**src/rtl/core/sbfd_pkg.sv**
```systemverilog
// sbfd_pkg: types and constants shared by the sbus frame decoder
// no dependencies
package sbfd_pkg;

  localparam int unsigned FrameLen  = 24;
  localparam int unsigned NumCh     = 15;
  localparam int unsigned ChBits    = 11;
  localparam int unsigned PosBits   = 5;
  localparam int unsigned DataBytes = FrameLen - 2;
  localparam int unsigned DataBits  = DataBytes * 8;

  localparam logic [PosBits-1:0] PosMax  = 5'd31;
  localparam logic [PosBits-1:0] PosLast = 5'd23;
  localparam logic [PosBits-1:0] PosEnd  = 5'd24;

  localparam logic [7:0] HeaderByte = 8'h0F;
  localparam logic [7:0] FlagsOk    = 8'h00;

  localparam logic [11:0] CenterStick = 12'd1024;
  localparam logic [11:0] CenterKnob  = 12'd240;

  localparam logic [10:0] RawLow  = 11'd240;
  localparam logic [10:0] RawHigh = 11'd1807;
  localparam logic [10:0] RawMid  = 11'd1024;

  localparam logic [3:0] ChFirst    = 4'd1;
  localparam logic [3:0] ChLastStk  = 4'd4;
  localparam logic [3:0] ChLastKnob = 4'd6;
  localparam logic [3:0] ChFirstSw  = 4'd7;
  localparam logic [3:0] ChMidSw    = 4'd9;
  localparam logic [3:0] ChLastSw   = 4'd10;
  localparam logic [3:0] ChFinal    = 4'd15;

  localparam logic [1:0] SwNone = 2'd0;
  localparam logic [1:0] SwLow  = 2'd1;
  localparam logic [1:0] SwHigh = 2'd2;
  localparam logic [1:0] SwMid  = 2'd3;

  // frame hand-off from the byte collector to the channel emitter
  typedef struct packed {
    logic                load;
    logic [DataBits-1:0] data;
  } frame_t;

endpackage

```
**src/rtl/core/sbfd_rx_if.sv**
```systemverilog
// sbfd_rx_if: receive byte channel, valid/ready handshake
// no dependencies
interface sbfd_rx_if;
  logic       valid;
  logic       ready;
  logic [7:0] rx_byte;
  logic       frame_begin;

  modport source (output valid, output rx_byte, output frame_begin, input ready);
  modport sink (input valid, input rx_byte, input frame_begin, output ready);
endinterface

```
**src/rtl/core/sbfd_res_if.sv**
```systemverilog
// sbfd_res_if: decoded channel result channel, valid/ready handshake
// no dependencies
interface sbfd_res_if;
  logic               valid;
  logic               ready;
  logic [3:0]         channel_number;
  logic [10:0]        raw_value;
  logic signed [11:0] centered_value;
  logic [1:0]         switch_code;
  logic               last_channel;

  modport source (output valid, output channel_number, output raw_value,
                  output centered_value, output switch_code, output last_channel,
                  input ready);
  modport sink (input valid, input channel_number, input raw_value,
                input centered_value, input switch_code, input last_channel,
                output ready);
endinterface

```
**src/rtl/core/sbfd_collect.sv**
```systemverilog
// sbfd_collect: byte position counter, frame buffer and frame check
// depends on sbfd_pkg
module sbfd_collect (
  input  logic                clk_i,
  input  logic                rst_ni,
  input  logic                accept_i,
  input  logic [7:0]          rx_byte_i,
  input  logic                frame_begin_i,
  output sbfd_pkg::frame_t    frame_o
);

  logic [sbfd_pkg::PosBits-1:0] pos_q, pos_d, pos_cur;
  logic [7:0] buf_q [sbfd_pkg::FrameLen];

  assign pos_cur = frame_begin_i ? '0 : pos_q;

  always_comb begin
    pos_d = pos_q;
    if (accept_i) begin
      pos_d = (pos_cur < sbfd_pkg::PosMax) ? pos_cur + 1'b1 : pos_cur;
    end
  end

  always_ff @(posedge clk_i or negedge rst_ni) begin
    if (!rst_ni) begin
      pos_q <= '0;
    end else begin
      pos_q <= pos_d;
    end
  end

  always_ff @(posedge clk_i) begin
    if (accept_i && (pos_cur < sbfd_pkg::PosEnd)) begin
      buf_q[pos_cur] <= rx_byte_i;
    end
  end

  // the flags byte is the one arriving now, the header is already stored
  assign frame_o.load = accept_i && (pos_cur == sbfd_pkg::PosLast) &&
                        (buf_q[0] == sbfd_pkg::HeaderByte) &&
                        (rx_byte_i == sbfd_pkg::FlagsOk);

  for (genvar i = 0; i < sbfd_pkg::DataBytes; i++) begin : g_data
    assign frame_o.data[8*i +: 8] = buf_q[i+1];
  end

endmodule

```
**src/rtl/core/sbfd_emit.sv**
```systemverilog
// sbfd_emit: channel unpacking, centering, switch codes and result register
// depends on sbfd_pkg
module sbfd_emit (
  input  logic               clk_i,
  input  logic               rst_ni,
  input  sbfd_pkg::frame_t   frame_i,
  output logic               busy_o,
  output logic               valid_o,
  input  logic               ready_i,
  output logic [3:0]         channel_number_o,
  output logic [10:0]        raw_value_o,
  output logic signed [11:0] centered_value_o,
  output logic [1:0]         switch_code_o,
  output logic               last_channel_o
);

  logic                          active_q, active_d;
  logic [3:0]                    ch_q, ch_d;
  logic [sbfd_pkg::DataBits-1:0] sh_q, sh_d;
  logic [1:0]                    sw_q [4];
  logic                          valid_q, valid_d;
  logic [3:0]                    chn_q;
  logic [10:0]                   raw_q;
  logic signed [11:0]            cen_q;
  logic [1:0]                    code_q;
  logic                          last_q;

  logic              advance;
  logic [10:0]       raw;
  logic [11:0]       cen;
  logic              is_sw;
  logic [1:0]        sw_idx;
  logic [1:0]        sw_new;

  assign advance = active_q && (!valid_q || ready_i);
  assign raw     = sh_q[sbfd_pkg::ChBits-1:0];
  assign is_sw   = (ch_q >= sbfd_pkg::ChFirstSw) && (ch_q <= sbfd_pkg::ChLastSw);
  assign sw_idx  = 2'(ch_q - sbfd_pkg::ChFirstSw);

  always_comb begin
    if (ch_q <= sbfd_pkg::ChLastStk) begin
      cen = {1'b0, raw} - sbfd_pkg::CenterStick;
    end else if (ch_q <= sbfd_pkg::ChLastKnob) begin
      cen = {1'b0, raw} - sbfd_pkg::CenterKnob;
    end else begin
      cen = {1'b0, raw};
    end
  end

  always_comb begin
    sw_new = sw_q[sw_idx];
    if (raw == sbfd_pkg::RawLow) begin
      sw_new = sbfd_pkg::SwLow;
    end else if (raw == sbfd_pkg::RawHigh) begin
      sw_new = sbfd_pkg::SwHigh;
    end else if ((ch_q == sbfd_pkg::ChMidSw) && (raw == sbfd_pkg::RawMid)) begin
      sw_new = sbfd_pkg::SwMid;
    end
  end

  always_comb begin
    active_d = active_q;
    ch_d     = ch_q;
    sh_d     = sh_q;
    valid_d  = valid_q && !ready_i;
    if (frame_i.load) begin
      active_d = 1'b1;
      ch_d     = sbfd_pkg::ChFirst;
      sh_d     = frame_i.data;
    end else if (advance) begin
      active_d = (ch_q != sbfd_pkg::ChFinal);
      ch_d     = ch_q + 4'd1;
      sh_d     = sh_q >> sbfd_pkg::ChBits;
    end
    if (advance) begin
      valid_d = 1'b1;
    end
  end

  always_ff @(posedge clk_i or negedge rst_ni) begin
    if (!rst_ni) begin
      active_q <= 1'b0;
      valid_q  <= 1'b0;
      ch_q     <= sbfd_pkg::ChFirst;
      for (int i = 0; i < 4; i++) begin
        sw_q[i] <= sbfd_pkg::SwNone;
      end
    end else begin
      active_q <= active_d;
      valid_q  <= valid_d;
      ch_q     <= ch_d;
      if (advance && is_sw) begin
        sw_q[sw_idx] <= sw_new;
      end
    end
  end

  always_ff @(posedge clk_i) begin
    sh_q <= sh_d;
    if (advance) begin
      chn_q  <= ch_q;
      raw_q  <= raw;
      cen_q  <= cen;
      code_q <= is_sw ? sw_new : sbfd_pkg::SwNone;
      last_q <= (ch_q == sbfd_pkg::ChFinal);
    end
  end

  assign busy_o           = active_q;
  assign valid_o          = valid_q;
  assign channel_number_o = chn_q;
  assign raw_value_o      = raw_q;
  assign centered_value_o = cen_q;
  assign switch_code_o    = code_q;
  assign last_channel_o   = last_q;

endmodule

```
**src/rtl/core/sbus_frame_decoder.sv**
```systemverilog
// sbus_frame_decoder: top level, byte collector feeding the channel emitter
// order: flags byte 23 of a good frame loads the emitter shift register, then channel
// results follow, one channel per cycle while the sink is ready, 15 results per frame
// throughput: one byte per cycle; the byte input is held off while the emitter
// still has channels of a frame left to produce
// reset: asynchronous active low, clears position, switch codes and result valid
// depends on sbfd_pkg, sbfd_rx_if, sbfd_res_if, sbfd_collect, sbfd_emit
module sbus_frame_decoder (
  input  logic        clk_i,
  input  logic        rst_ni,
  sbfd_rx_if.sink     rx_i,
  sbfd_res_if.source  res_o
);

  sbfd_pkg::frame_t frame;
  logic             emit_busy;
  logic             rx_accept;

  // bytes are held off only while channels of a good frame are still unpacked
  assign rx_i.ready = !emit_busy;
  assign rx_accept  = rx_i.valid && !emit_busy;

  // position counter, 24-byte buffer, header and flags check
  sbfd_collect u_collect (
    .clk_i         (clk_i),
    .rst_ni        (rst_ni),
    .accept_i      (rx_accept),
    .rx_byte_i     (rx_i.rx_byte),
    .frame_begin_i (rx_i.frame_begin),
    .frame_o       (frame)
  );

  // walks the 22 data bytes 11 bits per word, output register parts the sides
  sbfd_emit u_emit (
    .clk_i            (clk_i),
    .rst_ni           (rst_ni),
    .frame_i          (frame),
    .busy_o           (emit_busy),
    .valid_o          (res_o.valid),
    .ready_i          (res_o.ready),
    .channel_number_o (res_o.channel_number),
    .raw_value_o      (res_o.raw_value),
    .centered_value_o (res_o.centered_value),
    .switch_code_o    (res_o.switch_code),
    .last_channel_o   (res_o.last_channel)
  );

endmodule

```
**src/flat_wrapper.sv**
```systemverilog
// flat-port wrapper written by rule: the top's interface ports become plain ports
module sbus_frame_decoder_flat 
  (clk_i, rst_ni, rx_i_valid, rx_i_rx_byte, rx_i_frame_begin, rx_i_ready, res_o_valid, res_o_channel_number, res_o_raw_value, res_o_centered_value, res_o_switch_code, res_o_last_channel, res_o_ready);
  sbfd_rx_if rx_i_i ();
  sbfd_res_if res_o_i ();
  input  logic clk_i;
  input  logic rst_ni;
  input wire logic [$bits(rx_i_i.valid)-1:0] rx_i_valid;
  input wire logic [$bits(rx_i_i.rx_byte)-1:0] rx_i_rx_byte;
  input wire logic [$bits(rx_i_i.frame_begin)-1:0] rx_i_frame_begin;
  output wire logic [$bits(rx_i_i.ready)-1:0] rx_i_ready;
  output wire logic [$bits(res_o_i.valid)-1:0] res_o_valid;
  output wire logic [$bits(res_o_i.channel_number)-1:0] res_o_channel_number;
  output wire logic [$bits(res_o_i.raw_value)-1:0] res_o_raw_value;
  output wire logic [$bits(res_o_i.centered_value)-1:0] res_o_centered_value;
  output wire logic [$bits(res_o_i.switch_code)-1:0] res_o_switch_code;
  output wire logic [$bits(res_o_i.last_channel)-1:0] res_o_last_channel;
  input wire logic [$bits(res_o_i.ready)-1:0] res_o_ready;
  assign rx_i_i.valid = rx_i_valid;
  assign rx_i_i.rx_byte = rx_i_rx_byte;
  assign rx_i_i.frame_begin = rx_i_frame_begin;
  assign rx_i_ready = rx_i_i.ready;
  assign res_o_valid = res_o_i.valid;
  assign res_o_channel_number = res_o_i.channel_number;
  assign res_o_raw_value = res_o_i.raw_value;
  assign res_o_centered_value = res_o_i.centered_value;
  assign res_o_switch_code = res_o_i.switch_code;
  assign res_o_last_channel = res_o_i.last_channel;
  assign res_o_i.ready = res_o_ready;
  sbus_frame_decoder u_core (.clk_i(clk_i), .rst_ni(rst_ni), .rx_i(rx_i_i), .res_o(res_o_i));
endmodule
```
**config.mk**
```make
export PLATFORM = sky130hd
export DESIGN_NAME = sbus_frame_decoder_flat
export DESIGN_NICKNAME = d
export VERILOG_FILES = /design/src/rtl/core/sbfd_pkg.sv /design/src/rtl/core/sbfd_rx_if.sv /design/src/rtl/core/sbfd_res_if.sv /design/src/rtl/core/sbfd_collect.sv /design/src/rtl/core/sbfd_emit.sv /design/src/rtl/core/sbus_frame_decoder.sv /design/src/flat_wrapper.sv
export SDC_FILE = /design/constraint.sdc
export NUM_CORES = 1
export LEC_CHECK = 0
export ABC_AREA = 1
export BUFFER_PORTS_ARGS = -buffer_cell sky130_fd_sc_hd__buf_2
export CORE_MARGIN = 3
export CORE_UTILIZATION = 55
export DETAILED_ROUTE_END_ITERATION = 10
export GPL_TIMING_DRIVEN = 0
export PLACE_DENSITY = 0.77
export SLEW_MARGIN = 40
export SYNTH_ARGS = -nofsm -noshare
export SYNTH_HDL_FRONTEND = slang
export SYNTH_HIERARCHICAL = 1
export SYNTH_SLANG_ARGS = --single-unit
```
**constraint.sdc**
```tcl
create_clock -name clk_i -period 8.68 [get_ports clk_i]
set_clock_uncertainty 0.15 [all_clocks]
set_input_delay 0.868 -clock clk_i [delete_from_list [all_inputs] [get_ports clk_i]]
set_output_delay 0.868 -clock clk_i [all_outputs]
set_load 0.03 [all_outputs]
```
; ---- After elaboration in Yosys (flattened, before gate mapping)
; Memories as Yosys holds them, arrays and structs flattened.
; Index checks and enable logic that the tools add are counted.
[classes]
eq_ne = 8
magnitude_cmp = 8
n_mux = 22
reduce_logical = 17
bitwise = 1
add_sub_neg = 5
[ops]
columns = cell, n
row1 = 2-to-1 mux 176 bit, 2
row2 = 2-to-1 mux 12 bit, 2
row3 = == test 11 bit (second input constant), 2
row4 = 2-to-1 mux 2 bit, 6
row5 = subtractor 11 x 11 -> 12 bit (second input constant), 1
row6 = subtractor 11 x 8 -> 12 bit (second input constant), 1
row7 = == test 11 x 8 -> 1 bit (second input constant), 1
row8 = logical AND 1 bit, 11
row9 = < comparator 5 bit (second input constant), 2
row10 = 2-to-1 mux 5 bit, 2
row11 = bitwise mux 8 bit, 1
row12 = == test 4 bit (second input constant), 2
row13 = == test 8 x 4 -> 1 bit (second input constant), 1
row14 = <= comparator 4 x 3 -> 1 bit (second input constant), 2
row15 = zero test 8 bit, 1
row16 = 2-to-1 mux 4 bit, 2
row17 = adder 5 x 1 -> 5 bit (second input constant), 1
row18 = == test 5 bit (second input constant), 1
row19 = 2-to-1 mux 1 bit, 5
row20 = adder 4 x 1 -> 4 bit (second input constant), 1
row21 = binary-select mux 2 bit (select 2 bit), 1
row22 = demux 2 bit (select 2 bit), 1
row23 = greater-or-equal comparator 4 x 3 -> 1 bit (second input constant), 1
row24 = <= comparator 4 bit (second input constant), 1
row25 = 8 further kinds, 10
[word_totals]
ff_bits = 225
ramBits = 192
n_memories = 1
out_inout_bits = 32
elab_cells = 76
[mem_list]
columns = name, words, word_bits, rd, rd_clocked_by_memory_dff, write_ports, line_no
row1 = u_core.u_collect.buf_q, 24, 8, 23, 0, 1, sbfd_collect.sv:13  ; logic [7:0] buf_q [sbfd_pkg::FrameLen];

; ---- Longest topological paths before layout
[logic_depth]
ltp_word = 9
mapped_depth = 14
mapped_depth_nobuf = 12

; ---- Hierarchy
; The synthesis kept the hierarchy.
[modules_own_cells]
columns = mod, area_each_um2, cells_per_inst, instances
row1 = sbfd_emit, 9313.9, 926, 1
row2 = sbfd_collect, 6125.9, 290, 1
row3 = sbus_frame_decoder, 13.8, 3, 1

; ---- Least setup slack after synthesis
; No wires, ideal clock.
[synth_timing]
path_type = input-to-reg
from = input port rx_i_frame_begin
to = register u_core.u_emit.ch_q[0]
path_slack_ps = 2046
t_arrival_ps = 6395
path_buffers = 2
cell_stages = 14
required_ps = 8441
cell_sequence = inv_2 nand2_2 inv_1 ha_1 nand2_1 nor2_1 nand2_1 nor2_1 buf_2 inv_2 buf_2 nand2_1 o21ai_0 o21ai_0
[synth_lines]
columns = element, line_no
row1 = from (decl), flat_wrapper.sv:10  ; input wire logic [$bits(rx_i_i.frame_begin)-1:0] rx_i_frame_begin;
row2 = to (signal assigned), sbfd_emit.sv:84  ; ch_q <= sbfd_pkg::ChFirst;
row3 = to (signal assigned), sbfd_emit.sv:91  ; ch_q <= ch_d;
row4 = to (decl), sbfd_emit.sv:18  ; logic [3:0] ch_q, ch_d;

==> metrics.md <==
| Metric | Value |
|---|---|
| Outcome | `finished clean` |
| Netlist cell types | `28` |
| Clk buf depth | `3` |
| WP data required | `8.73 ns` |
| Die Width | `173.6 um` |
| Fin crit share | `0.4373` |
| Critical path class | `in2reg` |
| CTS Buf Count | `40` |
| DR pass1 iterations | `5` |
| Synth area leaders | `edfxtp_1 75%, nand2_1 14%, dfrtp_1 2.9%` |
| Met1 Routed Length | `12.30 mm` |
| Tightest Hold Check Type | `in2async` |
| Antenna Nets Post-Route | `0` |
| Overflow after GRT | `0` |
| Number of port buffers | `44` |
| Clock Latency Late Sink | `0.53 ns` |
| Max_slew headroom | `0.4380` |
| Post-synthesis sequential area ratio | `0.7809` |
| Post-DP HPWL | `18.07 mm` |
| CTS tree | `yes` |
| Htree depth | `2` |
| Post-synth EDFFs | `386` |
| Max-slew violation count | `0` |
| Global-route wire length before repair | `47.22 mm` |
| Post-Synthesis Cells | `1219` |
| Initial core utilization | `0.5671` |
| Nets | `1334` |
| GRT Total Usage | `0.2019` |
| Min Tclk post-route | `3.796 ns` |
| CP Capture Type | `flip-flop` |
| Fill cell count | `1919` |
| F_max | `0.2635 GHz` |
| Top-count cell post-synth | `nand2_1` |
| DR top layer | `met4` |
| Warnings, synthesis | `6` |
| Syn avg cell area | `12.68 um2` |
| Core Area | `27250 um2` |
| Fraction of layout cells with a size suffix above 1 | `0.1175` |
| RSZ-0062 raised after global routing | `false` |
| N_diodes | `0` |
| Top-area cell type share of the netlist area | `0.7501` |
| Largest net degree at the start of global routing | `42` |
| Die Area | `30140 um2` |
| Commonest register cell after synthesis | `edfxtp_1` |
| Maximum vdd drop | `244.4 uV` |
| Arrival @ worst endpoint | `3.84 ns` |
| Syn Std Cell Area | `15450 um2` |
| Worst slew pin tran | `0.8399 ns` |
| # Max-Cap Violations | `0` |
| Vias per cell | `5.296` |
| Metal3 WL | `1.880 mm` |
| Synth area leader | `edfxtp_1` |
| Routed len/inst | `17.97 um` |
| Die extent in y | `173.6 um` |
| DRC violations left | `0` |
| Final setup viols | `0` |
| Antenna violations before repair | `0` |
| Async S/R FF share, synth | `0.04691` |
| Total wire length | `30.70 mm` |
| Placed insts | `1639` |
| P_leak | `6.709 nW` |
| Layout Area Growth over Synthesis | `12.90%` |
| Post-Syn Nets | `1244` |
| Tot Pwr | `0.003776 W` |
| Post-CTS Setup Bufs | `0` |
| Clock Sinks | `405` |
| Fin. Hold Viols | `0` |
| Crit-path max FO | `41` |
| IO Count | `45` |
| Resize count post-CTS | `0` |
| Pwr dens | `216.4 nW/um2` |
| Clk pin slew, worst setup/hold paths | `0.06 ns` |
| Fin cells | `1708` |
| CTS root buffer | `clkbuf_16` |
| Via Count | `9045` |
| Vias in the first global route | `8848` |
| CP Launch Type | `input port` |
| Synth top cells by count | `589 x nand2_1, 386 x edfxtp_1, 50 x nor2_1, 49 x inv_1, 20 x buf_2` |
| Core Rows | `60` |
| 1st-iter DRT viols | `872` |
| RD Place Congestion | `0.7899` |
| DR WL met2 | `15.55 mm` |
| CTS Hold Bufs | `0` |
| Final Util | `0.6402` |
| Synthesis-stage register bit count | `405` |
[worst max-delay path, cell delays in order]
cell and delay [ns]:
buf_2 0.12, inv_2 0.16, nand2_2 0.11, inv_1 0.11, ha_1 0.22, nand2_1 0.27, nor2_1 0.18, nand2_1 0.08
nor2_1 0.12, buf_2 0.21, inv_2 0.10, buf_2 0.23, nand2_4 0.42, buf_12 0.31, buf_12 0.28
[area by class of cell]
type                            instances  area [um2]  share of cell area
Sequential cell                       405       12070              0.6917
Multi-Input combinational cell        719        3035              0.1740
Clock buffer                           49        1077             0.06175
Tap cell                              372       465.4             0.02668
Timing Repair Buffer                   48       300.3             0.01721
Buffer                                 43       201.4             0.01155
Inverter                               52       195.2             0.01119
Clock inverter                         20       103.9            0.005952
[metrics by stage]
step / area, um2 / setup slack, ns / hold slack [ns] / setup TNS, ns
final: 17450 / 4.884 / 0.1210 / 0
after global routing: 17450 / 4.727 / 0.1414 / 0
after CTS: 17420 / 4.941 / 0.1234 / 0
after detailed placement: 16240 / 4.426 / 0.3167 / 0
after global placement: 16140 / -0.3155 / 0.3121 / -54.35
after floorplan: 15450 / 2.046 / 0.2992 / 0
[cell families after synthesis]
family	after synthesis	synth area share
fa+ha+maj	12	0.009716
compound gates	16	0.005668
simple gates	685	0.1746
flops	405	0.7809
buf+inv	95	0.02567
xor+xnor	6	0.003401
[where the power goes]
part,internal [W],leakage [nW],switching (W)
Clock,0.000880,0.583,0.000683
Sequential,0.00214,3.63,0.00000776
Combinational,0.0000107,2.49,0.0000539
Total,0.00303,6.71,0.000744
[path summary, 6_finish.rpt]
check	from	end	slack [ns]	cells past startpoint
max	rx_i_frame_begin	u_core/u_emit/sh_q[104]$_DFFE_PP_	4.88	15
min	rst_ni	u_core/u_emit/busy_o$_DFFE_PN0P_	0.12	1
max reg2reg	u_core/u_collect/pos_q[1]$_DFFE_PN0P_	u_core/u_emit/sh_q[104]$_DFFE_PP_	5.04	13
min reg2reg	u_core/u_emit/sw_q[7]$_DFFE_PN0P_	u_core/u_emit/sw_q[7]$_DFFE_PN0P_	0.33	2
max in group asynchronous	rst_ni	u_core/u_emit/ch_q[0]$_DFFE_PN1P_	7.92	1
min in group clk_i	u_core/u_emit/sw_q[7]$_DFFE_PN0P_	u_core/u_emit/sw_q[7]$_DFFE_PN0P_	0.33	2
[registers in the layout (all words and copies together) (netlist names)]
| register | flops |
|---|---|
| u_core/u_collect/buf_q | 184 |
| u_core/u_collect/pos_q | 5 |
| u_core/u_emit/busy_o | 1 |
| u_core/u_emit/centered_value_o | 8 |
| u_core/u_emit/ch_q | 4 |
| u_core/u_emit/channel_number_o | 4 |
| u_core/u_emit/last_channel_o | 1 |
| u_core/u_emit/raw_value_o | 11 |
| u_core/u_emit/sh_q | 176 |
| u_core/u_emit/sw_q | 8 |
| u_core/u_emit/switch_code_o | 2 |
| u_core/u_emit/valid_o | 1 |
[layer usage]
metal / vias up / GRT usage
met4: 0 / 0.07540
met3: 80 / 0.02847
met2: 325 / 0.3572
li1: 4254 / -
met5: - / 0
met1: 4386 / 0.2553
[cells in the final DEF, fill, tap and decap left out, types with 4 or more instances in the layout]
master and count:
a21oi_1 4, buf_12 4, buf_2 64, buf_4 4
clkbuf_1 26, clkbuf_16 42, clkinv_1 11, clkinv_2 7
dfrtp_1 18, edfxtp_1 386, ha_1 12, inv_1 48
inv_2 4, nand2_1 588, nand3_1 19, nand4_1 5
nor2_1 43, nor2_2 11, nor2_4 4, o21ai_0 9
xnor2_1 4
No activity file was read; power rests on OpenSTA's default activity.
